--- config.mk ---
export PLATFORM = sky130hd
export DESIGN_NAME = depth_to_hsv_color
export DESIGN_NICKNAME = d
export VERILOG_FILES = /design/src/sv/dhc_pkg.sv /design/src/sv/dhc_classify.sv /design/src/sv/dhc_hue.sv /design/src/sv/dhc_shade.sv /design/src/sv/depth_to_hsv_color.sv
export SDC_FILE = /design/constraint.sdc
export NUM_CORES = 2
export LEC_CHECK = 0
export BUFFER_PORTS_ARGS = -buffer_cell sky130_fd_sc_hd__buf_2
export CORE_AREA = 2 2 238 240
export CTS_CLUSTER_DIAMETER = 200
export DETAILED_ROUTE_END_ITERATION = 16
export DIE_AREA = 0 0 240 242
export PLACE_DENSITY = 0.84
export SYNTH_ARGS = -nofsm -noshare
export SYNTH_HDL_FRONTEND = slang
export SYNTH_HIERARCHICAL = 1
export SYNTH_SLANG_ARGS = --single-unit
--- constraint.sdc ---
create_clock -name aclk -period 14.85 [get_ports aclk]
set_clock_uncertainty 0.2 [all_clocks]
set_input_delay 0.7425 -clock aclk [delete_from_list [all_inputs] [get_ports aclk]]
set_output_delay 0.7425 -clock aclk [all_outputs]
set_load 0.01 [all_outputs]
--- src/sv/dhc_pkg.sv ---
package dhc_pkg;

    typedef enum logic [1:0] {
        ZONE_NONE  = 2'd0,
        ZONE_NEAR  = 2'd1,
        ZONE_RANGE = 2'd2,
        ZONE_FAR   = 2'd3
    } zone_t;

    localparam int NEAR_MM = 700;
    localparam int FAR_MM  = 4200;

    localparam int DIFF_W  = 12;
    localparam int HUE_W   = 16;
    localparam int RECIP_W = 29;
    localparam int PROD_W  = DIFF_W + RECIP_W;
    localparam int SECT_W  = 3;
    localparam int X_W     = HUE_W + SECT_W;
    localparam int SF_W    = 31;
    localparam int VN_W    = 4;
    localparam int KV_W    = 12;
    localparam int KC_W    = 27;
    localparam int P_W     = KV_W + SF_W;
    localparam int ACC_W   = P_W + 1;
    localparam int CH_W    = 8;

    // ceil(2^40 / 3500); (diff * HUE_RECIP) >> 24 equals floor(diff * 2^16 / 3500)
    localparam logic [RECIP_W-1:0] HUE_RECIP = 29'd314146180;
    localparam int                 HUE_SHIFT = 24;

    localparam logic [HUE_W-1:0] SAT_Q16  = 16'd29491;
    localparam logic [HUE_W-1:0] SAT_COMP = 16'd36045;
    localparam logic [VN_W-1:0]  VN_BASE  = 4'd12;

    localparam logic [SECT_W-1:0] SECT_0 = 3'd0;
    localparam logic [SECT_W-1:0] SECT_1 = 3'd1;
    localparam logic [SECT_W-1:0] SECT_2 = 3'd2;
    localparam logic [SECT_W-1:0] SECT_3 = 3'd3;
    localparam logic [SECT_W-1:0] SECT_4 = 3'd4;

    localparam logic [CH_W-1:0] CH_MAX  = 8'd255;
    localparam logic [CH_W-1:0] CH_ZERO = 8'd0;

    typedef struct packed {
        zone_t            zone;
        logic [VN_W-1:0]  vn;
    } dhc_ctl_t;

endpackage

--- src/sv/dhc_classify.sv ---
module dhc_classify
    import dhc_pkg::*;
#(
    parameter int DEPTH_BITS = 13
) (
    input  logic                  aclk,
    input  logic                  aresetn,
    input  logic                  in_valid,
    output logic                  in_ready,
    input  logic [DEPTH_BITS-1:0] in_depth,
    output logic                  out_valid,
    input  logic                  out_ready,
    output dhc_ctl_t              out_ctl,
    output logic [DIFF_W-1:0]     out_diff
);

    localparam logic [DEPTH_BITS-1:0] NEAR_D = DEPTH_BITS'(NEAR_MM);
    localparam logic [DEPTH_BITS-1:0] FAR_D  = DEPTH_BITS'(FAR_MM);

    logic                  valid_reg;
    dhc_ctl_t              ctl_reg;
    dhc_ctl_t              ctl_next;
    logic [DIFF_W-1:0]     diff_reg;
    logic [DIFF_W-1:0]     diff_next;
    logic [DEPTH_BITS-1:0] delta;

    assign in_ready = !valid_reg || out_ready;

    always_comb begin
        delta = in_depth - NEAR_D;
        diff_next = delta[DIFF_W-1:0];
        ctl_next.vn = VN_BASE - {1'b0, in_depth[10:8]};
        priority if (in_depth == '0) begin
            ctl_next.zone = ZONE_NONE;
        end else if (in_depth < NEAR_D) begin
            ctl_next.zone = ZONE_NEAR;
        end else if (in_depth > FAR_D) begin
            ctl_next.zone = ZONE_FAR;
        end else begin
            ctl_next.zone = ZONE_RANGE;
        end
    end

    always_ff @(posedge aclk) begin
        if (!aresetn) begin
            valid_reg <= 1'b0;
        end else if (in_ready) begin
            valid_reg <= in_valid;
        end
    end

    always_ff @(posedge aclk) begin
        if (in_ready && in_valid) begin
            ctl_reg  <= ctl_next;
            diff_reg <= diff_next;
        end
    end

    assign out_valid = valid_reg;
    assign out_ctl   = ctl_reg;
    assign out_diff  = diff_reg;

endmodule

--- src/sv/dhc_hue.sv ---
module dhc_hue
    import dhc_pkg::*;
(
    input  logic              aclk,
    input  logic              aresetn,
    input  logic              in_valid,
    output logic              in_ready,
    input  dhc_ctl_t          in_ctl,
    input  logic [DIFF_W-1:0] in_diff,
    output logic              out_valid,
    input  logic              out_ready,
    output dhc_ctl_t          out_ctl,
    output logic [SECT_W-1:0] out_sector,
    output logic [SF_W-1:0]   out_sf
);

    logic              v2_reg;
    dhc_ctl_t          ctl2_reg;
    logic [HUE_W-1:0]  hq2_reg;
    logic [HUE_W-1:0]  hq2_next;
    logic [PROD_W-1:0] prod;
    logic              rdy2;

    logic              v3_reg;
    dhc_ctl_t          ctl3_reg;
    logic [SECT_W-1:0] sector3_reg;
    logic [SECT_W-1:0] sector3_next;
    logic [SF_W-1:0]   sf3_reg;
    logic [SF_W-1:0]   sf3_next;
    logic [X_W-1:0]    x6;
    logic              rdy3;

    assign rdy3     = !v3_reg || out_ready;
    assign rdy2     = !v2_reg || rdy3;
    assign in_ready = rdy2;

    // drop the carry so the top of the span wraps to hue zero
    always_comb begin
        prod     = PROD_W'(in_diff) * PROD_W'(HUE_RECIP);
        hq2_next = prod[HUE_SHIFT +: HUE_W];
    end

    always_comb begin
        x6           = (X_W'(hq2_reg) << 2) + (X_W'(hq2_reg) << 1);
        sector3_next = x6[X_W-1:HUE_W];
        sf3_next     = SF_W'(x6[HUE_W-1:0]) * SF_W'(SAT_Q16);
    end

    always_ff @(posedge aclk) begin
        if (!aresetn) begin
            v2_reg <= 1'b0;
            v3_reg <= 1'b0;
        end else begin
            if (rdy2) begin
                v2_reg <= in_valid;
            end
            if (rdy3) begin
                v3_reg <= v2_reg;
            end
        end
    end

    always_ff @(posedge aclk) begin
        if (rdy2 && in_valid) begin
            ctl2_reg <= in_ctl;
            hq2_reg  <= hq2_next;
        end
        if (rdy3 && v2_reg) begin
            ctl3_reg    <= ctl2_reg;
            sector3_reg <= sector3_next;
            sf3_reg     <= sf3_next;
        end
    end

    assign out_valid  = v3_reg;
    assign out_ctl    = ctl3_reg;
    assign out_sector = sector3_reg;
    assign out_sf     = sf3_reg;

endmodule

--- src/sv/dhc_shade.sv ---
module dhc_shade
    import dhc_pkg::*;
(
    input  logic              aclk,
    input  logic              aresetn,
    input  logic              in_valid,
    output logic              in_ready,
    input  dhc_ctl_t          in_ctl,
    input  logic [SECT_W-1:0] in_sector,
    input  logic [SF_W-1:0]   in_sf,
    output logic              out_valid,
    input  logic              out_ready,
    output logic [CH_W-1:0]   out_red,
    output logic [CH_W-1:0]   out_green,
    output logic [CH_W-1:0]   out_blue,
    output logic [1:0]        out_zone
);

    logic              v4_reg;
    zone_t             zone4_reg;
    logic [SECT_W-1:0] sector4_reg;
    logic [KV_W-1:0]   kv4_reg;
    logic [KV_W-1:0]   kv4_next;
    logic [KC_W-1:0]   kc4_reg;
    logic [KC_W-1:0]   kc4_next;
    logic [P_W-1:0]    p4_reg;
    logic [P_W-1:0]    p4_next;
    logic              rdy4;

    logic              v5_reg;
    zone_t             zone5_reg;
    logic [CH_W-1:0]   red_reg;
    logic [CH_W-1:0]   red_next;
    logic [CH_W-1:0]   green_reg;
    logic [CH_W-1:0]   green_next;
    logic [CH_W-1:0]   blue_reg;
    logic [CH_W-1:0]   blue_next;
    logic              rdy5;

    logic [ACC_W-1:0]  acc2;
    logic [ACC_W-1:0]  acc3;
    logic [CH_W-1:0]   cv;
    logic [CH_W-1:0]   c1;
    logic [CH_W-1:0]   c2;
    logic [CH_W-1:0]   c3;

    assign rdy5     = !v5_reg || out_ready;
    assign rdy4     = !v4_reg || rdy5;
    assign in_ready = rdy4;

    // 255 * vn, then its products with 1 - S and with S * f
    always_comb begin
        kv4_next = {in_ctl.vn, 8'b0} - KV_W'(in_ctl.vn);
        kc4_next = KC_W'(kv4_next) * KC_W'(SAT_COMP);
        p4_next  = P_W'(kv4_next) * P_W'(in_sf);
    end

    always_comb begin
        acc2 = {kv4_reg, 32'b0} - {1'b0, p4_reg};
        acc3 = {1'b0, kc4_reg, 16'b0} + {1'b0, p4_reg};
        cv   = kv4_reg[KV_W-1:4];
        c1   = {1'b0, kc4_reg[KC_W-1:20]};
        c2   = acc2[ACC_W-1 -: CH_W];
        c3   = acc3[ACC_W-1 -: CH_W];
    end

    always_comb begin
        unique case (zone4_reg)
            ZONE_NONE: begin
                red_next   = CH_ZERO;
                green_next = CH_ZERO;
                blue_next  = CH_ZERO;
            end
            ZONE_NEAR: begin
                red_next   = CH_MAX;
                green_next = CH_MAX;
                blue_next  = CH_ZERO;
            end
            ZONE_FAR: begin
                red_next   = CH_MAX;
                green_next = CH_MAX;
                blue_next  = CH_MAX;
            end
            ZONE_RANGE: begin
                unique case (sector4_reg)
                    SECT_0: begin
                        red_next = cv; green_next = c3; blue_next = c1;
                    end
                    SECT_1: begin
                        red_next = c2; green_next = cv; blue_next = c1;
                    end
                    SECT_2: begin
                        red_next = c1; green_next = cv; blue_next = c3;
                    end
                    SECT_3: begin
                        red_next = c1; green_next = c2; blue_next = cv;
                    end
                    SECT_4: begin
                        red_next = c3; green_next = c1; blue_next = cv;
                    end
                    default: begin
                        red_next = cv; green_next = c1; blue_next = c2;
                    end
                endcase
            end
        endcase
    end

    always_ff @(posedge aclk) begin
        if (!aresetn) begin
            v4_reg <= 1'b0;
            v5_reg <= 1'b0;
        end else begin
            if (rdy4) begin
                v4_reg <= in_valid;
            end
            if (rdy5) begin
                v5_reg <= v4_reg;
            end
        end
    end

    always_ff @(posedge aclk) begin
        if (rdy4 && in_valid) begin
            zone4_reg   <= in_ctl.zone;
            sector4_reg <= in_sector;
            kv4_reg     <= kv4_next;
            kc4_reg     <= kc4_next;
            p4_reg      <= p4_next;
        end
        if (rdy5 && v4_reg) begin
            zone5_reg <= zone4_reg;
            red_reg   <= red_next;
            green_reg <= green_next;
            blue_reg  <= blue_next;
        end
    end

    assign out_valid = v5_reg;
    assign out_red   = red_reg;
    assign out_green = green_reg;
    assign out_blue  = blue_reg;
    assign out_zone  = zone5_reg;

endmodule

--- src/sv/depth_to_hsv_color.sv ---
// An accepted request passes through the five stages in order to m_valid.
// Throughput: one request per cycle unless m_ready stalls; each stage holds
// one request and moves on when the stage after it is empty or advancing.
// Reset: aresetn, synchronous and active low, empties every stage; payload
// registers are not reset.
module depth_to_hsv_color
    import dhc_pkg::*;
#(
    parameter int DEPTH_BITS = 13
) (
    input  logic                  aclk,
    input  logic                  aresetn,
    input  logic                  s_valid,
    output logic                  s_ready,
    input  logic [DEPTH_BITS-1:0] s_depth_mm,
    output logic                  m_valid,
    input  logic                  m_ready,
    output logic [CH_W-1:0]       m_red,
    output logic [CH_W-1:0]       m_green,
    output logic [CH_W-1:0]       m_blue,
    output logic [1:0]            m_zone
);

    logic              v1;
    logic              r1;
    dhc_ctl_t          ctl1;
    logic [DIFF_W-1:0] diff1;

    logic              v3;
    logic              r3;
    dhc_ctl_t          ctl3;
    logic [SECT_W-1:0] sector3;
    logic [SF_W-1:0]   sf3;

    dhc_classify #(
        .DEPTH_BITS (DEPTH_BITS)
    ) u_classify (
        .aclk      (aclk),
        .aresetn   (aresetn),
        .in_valid  (s_valid),
        .in_ready  (s_ready),
        .in_depth  (s_depth_mm),
        .out_valid (v1),
        .out_ready (r1),
        .out_ctl   (ctl1),
        .out_diff  (diff1)
    );

    dhc_hue u_hue (
        .aclk       (aclk),
        .aresetn    (aresetn),
        .in_valid   (v1),
        .in_ready   (r1),
        .in_ctl     (ctl1),
        .in_diff    (diff1),
        .out_valid  (v3),
        .out_ready  (r3),
        .out_ctl    (ctl3),
        .out_sector (sector3),
        .out_sf     (sf3)
    );

    dhc_shade u_shade (
        .aclk      (aclk),
        .aresetn   (aresetn),
        .in_valid  (v3),
        .in_ready  (r3),
        .in_ctl    (ctl3),
        .in_sector (sector3),
        .in_sf     (sf3),
        .out_valid (m_valid),
        .out_ready (m_ready),
        .out_red   (m_red),
        .out_green (m_green),
        .out_blue  (m_blue),
        .out_zone  (m_zone)
    );

`ifndef ASSERT_OFF
    a_none_black: assert property (@(posedge aclk) disable iff (!aresetn)
        m_valid && (m_zone == ZONE_NONE) |->
            (m_red == CH_ZERO) && (m_green == CH_ZERO) && (m_blue == CH_ZERO))
        else $error("no-reading result is not black");

    a_near_yellow: assert property (@(posedge aclk) disable iff (!aresetn)
        m_valid && (m_zone == ZONE_NEAR) |->
            (m_red == CH_MAX) && (m_green == CH_MAX) && (m_blue == CH_ZERO))
        else $error("near result is not yellow");

    a_far_white: assert property (@(posedge aclk) disable iff (!aresetn)
        m_valid && (m_zone == ZONE_FAR) |->
            (m_red == CH_MAX) && (m_green == CH_MAX) && (m_blue == CH_MAX))
        else $error("far result is not white");

    a_range_sector: assert property (@(posedge aclk) disable iff (!aresetn)
        v3 && (ctl3.zone == ZONE_RANGE) |->
            (sector3 != 3'd6) && (sector3 != 3'd7))
        else $error("hue sector out of range");

    a_fill_stall: assert property (@(posedge aclk) disable iff (!aresetn)
        !s_ready |-> v1 && v3 && m_valid && !m_ready)
        else $error("input stalled while the pipeline has room");
`endif

endmodule
==> results by group <==
STA
  – Final min period: 8.95 ns
  – Slew @ Worst Pin: 1.19 ns
  – Max-slew headroom: 20.7%
  – Setup tns final: 0 ns
  – Final setup violating endpoints: 0
  – Max Fclk: 112 MHz
  – Final Hold Vio Count: 0
  – Slew Limit Fails: 0
  – Final worst-path cycle share: 60.3%
  – Unrepaired setup endpoints after global routing: no

Finish
  – Nets: 4301
  – Max FFs per register: 43
  – Reg area: 5750 um^2
  – Fill cell count: 4377
  – Area of the multi-input gates: 24100 um^2
  – Layout cells sized above 1: 4.26%
  – Synth-to-Final Area Change: 4.48%

Synth
  – EDFF count, synth: 188
  – Register area share after synthesis: 17.4%
  – Yosys reg bits: 193
  – Synthesized area: 33100 um^2
  – Synth cell types: 93
  – Synth warn: 6
  – Avg Inst Size Synth: 9.81 um^2
  – Net Count, Synth: 4330
  – Top_reg_cell synth: edfxtp_1
  – Asr flop ratio synth: 0%
  – Synth Instances: 3369

Drt
  – Post-DR wirelength/cell: 18.2 um
  – Routed WL: 74800 um
  – Antenna Nets Post-Route: 0
  – Initial DRC Count: 1794
  – DR vias/cell: 5.72
  – Via count: 23500
  – # DRC: 0
  – TritonRoute pass-1 iters: 8

Worst setup path
  – Kind of critical path: reg2reg
  – Crit Path Max Fanout: 45
  – Critical path data required time: 14.89 ns
  – Worst Setup Start Kind: flip-flop
  – Worst EP arrival: 8.99 ns
  – Critical path endpoint category: flip-flop

Clock network
  – Post-CTS Hold Buffers: 0
  – Setup repair bufs after CTS: 0
  – Clock sink count: 193
  – CTS Buffer Depth: 2
  – CTS root buffer: clkbuf_16
  – Worst-Skew Late Latency: 0.49 ns
  – Htree depth: 4
  – CTS resizes: 0
  – TritonCTS clock tree: built
  – Worst-path clk slew: 0.08 ns
  – TritonCTS Buffers: 17

Floorplan
  – DIE HEIGHT: 242 um
  – Die span in x: 240 um
  – Row Count: 87
  – I/O pin count: 45
  – Core area: 55700 um^2
  – Initial Utilization: 59.3%
  – DIE AREA: 58100 um^2

Global route
  – Number of global-route vias before repair: 25000
  – First-pass GRT wire length: 125000 um
  – Largest net degree at the start of global routing: 84
  – GRT Total Usage: 27.2%
  – GRT overflow: 0
  – Initial antenna violation count: 0

Run status
  – Status: finished clean

Worst hold path
  – Worst Hold Class: reg2reg

Placement
  – Gpl congestion: 0.924
  – IO Port Bufs: 44
  – Post-DP HPWL: 60500 um

Flow run
  – Max-cap violation count: 0
## Yosys cell counts, drive strengths merged (24+ instances only)
library cell	count	area share, %
a21oi	127	2.0
nand4	33	0.67
nor3	33	0.57
xor2	58	1.5
nand2	240	2.7
nor2b	66	1.3
a21o	65	1.5
xnor2	90	2.4
inv	748	8.5
and2	161	3.0
nor2	99	1.1
fa	504	31
o21ai	88	1.3
clkbuf	93	1.1
edfxtp	188	17
a31oi	24	0.45
nand3	42	0.64
ha	440	17
## through the flow
| stage | utilization, % | hold slack, ns | worst slack (ns) | instance area (um^2) | std cells |
|---|---|---|---|---|---|
| after floorplan | - | 0.200 | 6.46 | 33100 | 3369 |
| after detailed placement | 60.9 | 0.205 | 6.16 | 33900 | 4077 |
| after CTS | 62.0 | 0.217 | 6.11 | 34500 | 4109 |
| after global routing | 62.0 | 0.232 | 5.52 | 34500 | 4109 |
| after global placement | 60.9 | 0.201 | 6.27 | 33900 | 4077 |
| final | 62.0 | 0.220 | 5.90 | 34500 | 4110 |
## per-layer routing
| layer | routed length [um] | vias to the layer above | GRT usage [%] |
|---|---|---|---|
| met2 | 36900 | 894 | 45.9 |
| met1 | 30200 | 11600 | 34.8 |
| met4 | 2880 | 0 | 11.2 |
| met5 | 0 | - | 0 |
| li1 | - | 10800 | - |
| met3 | 4830 | 182 | 4.50 |
## logic make-up after synthesis
family	synth area share (%)
adder cells (fa/ha/maj)	47.2
buffers and inverters	9.75
AND/OR/NAND/NOR	11.7
AO/OA/AOI/OAI	9.68
flip-flops	17.4
XOR/XNOR	3.99
multiplexers	0.337
other	0.0113
## final cells by class
type,count,share of cell area (%)
diodes,1,0.00725
clock buffers,17,1.23
clock inverters,15,0.536
inverters,748,8.13
multi-input cells,2324,69.8
flip-flops and latches,193,16.6
well taps,756,2.74
repair buffers,56,0.899
## critical path, stage by stage (launching register included)
cell and delay [ns]:
edfxtp_1 0.39, buf_4 0.34, inv_1 0.19, ha_1 0.18, nor2b_1 0.27, nand2_1 0.12, ha_1 0.90, inv_1 0.64
nand2_1 0.24, fa_1 0.43, fa_1 0.50, inv_1 0.05, fa_1 0.51, fa_1 0.56, inv_1 0.06, fa_1 0.53
inv_1 0.05, ha_1 0.36, o21ai_1 0.10, or2_2 0.33, a2111oi_0 0.61, o21ai_0 0.34, o41ai_1 0.47, o21ai_0 0.18
xnor2_1 0.15
## final timing paths
| path | startpoint | to | slack [ns] | cells past startpoint |
|---|---|---|---|---|
| worst min register to register | u_classify/out_ctl[3] | u_hue/ctl2_reg[3] | 0.22 | 0 |
| worst min-delay path | u_classify/out_ctl[3] | u_hue/ctl2_reg[3] | 0.22 | 0 |
| worst max register to register | u_hue/out_ctl[0] | u_shade/p4_reg[34] | 5.90 | 24 |
| worst max-delay path | u_hue/out_ctl[0] | u_shade/p4_reg[34] | 5.90 | 24 |
## placed cells by master (no fill, tap or decap), types with 12 or more instances in the layout
master	synthesis	layout
nand4_1	32	32
nor2_1	97	96
a211oi_1	14	14
fa_1	504	504
nand2_1	240	240
xnor2_1	90	89
a31oi_1	24	24
nor4_1	14	14
buf_4	1	12
and3_1	14	14
o211ai_1	12	12
o21a_1	22	22
clkbuf_16	0	17
o21ai_0	80	79
o21bai_1	16	16
buf_2	5	44
inv_1	748	748
nor2b_1	65	63
nand3_1	42	42
nand2b_1	14	14
nor3_1	31	31
and2_1	161	160
edfxtp_1	188	188
or2_2	12	12
ha_1	440	440
a21o_1	65	65
xor2_1	58	58
a21oi_1	120	120
Power is not shown: default switching activity piles up to over one toggle a cycle in this logic, so the estimate is an artifact.
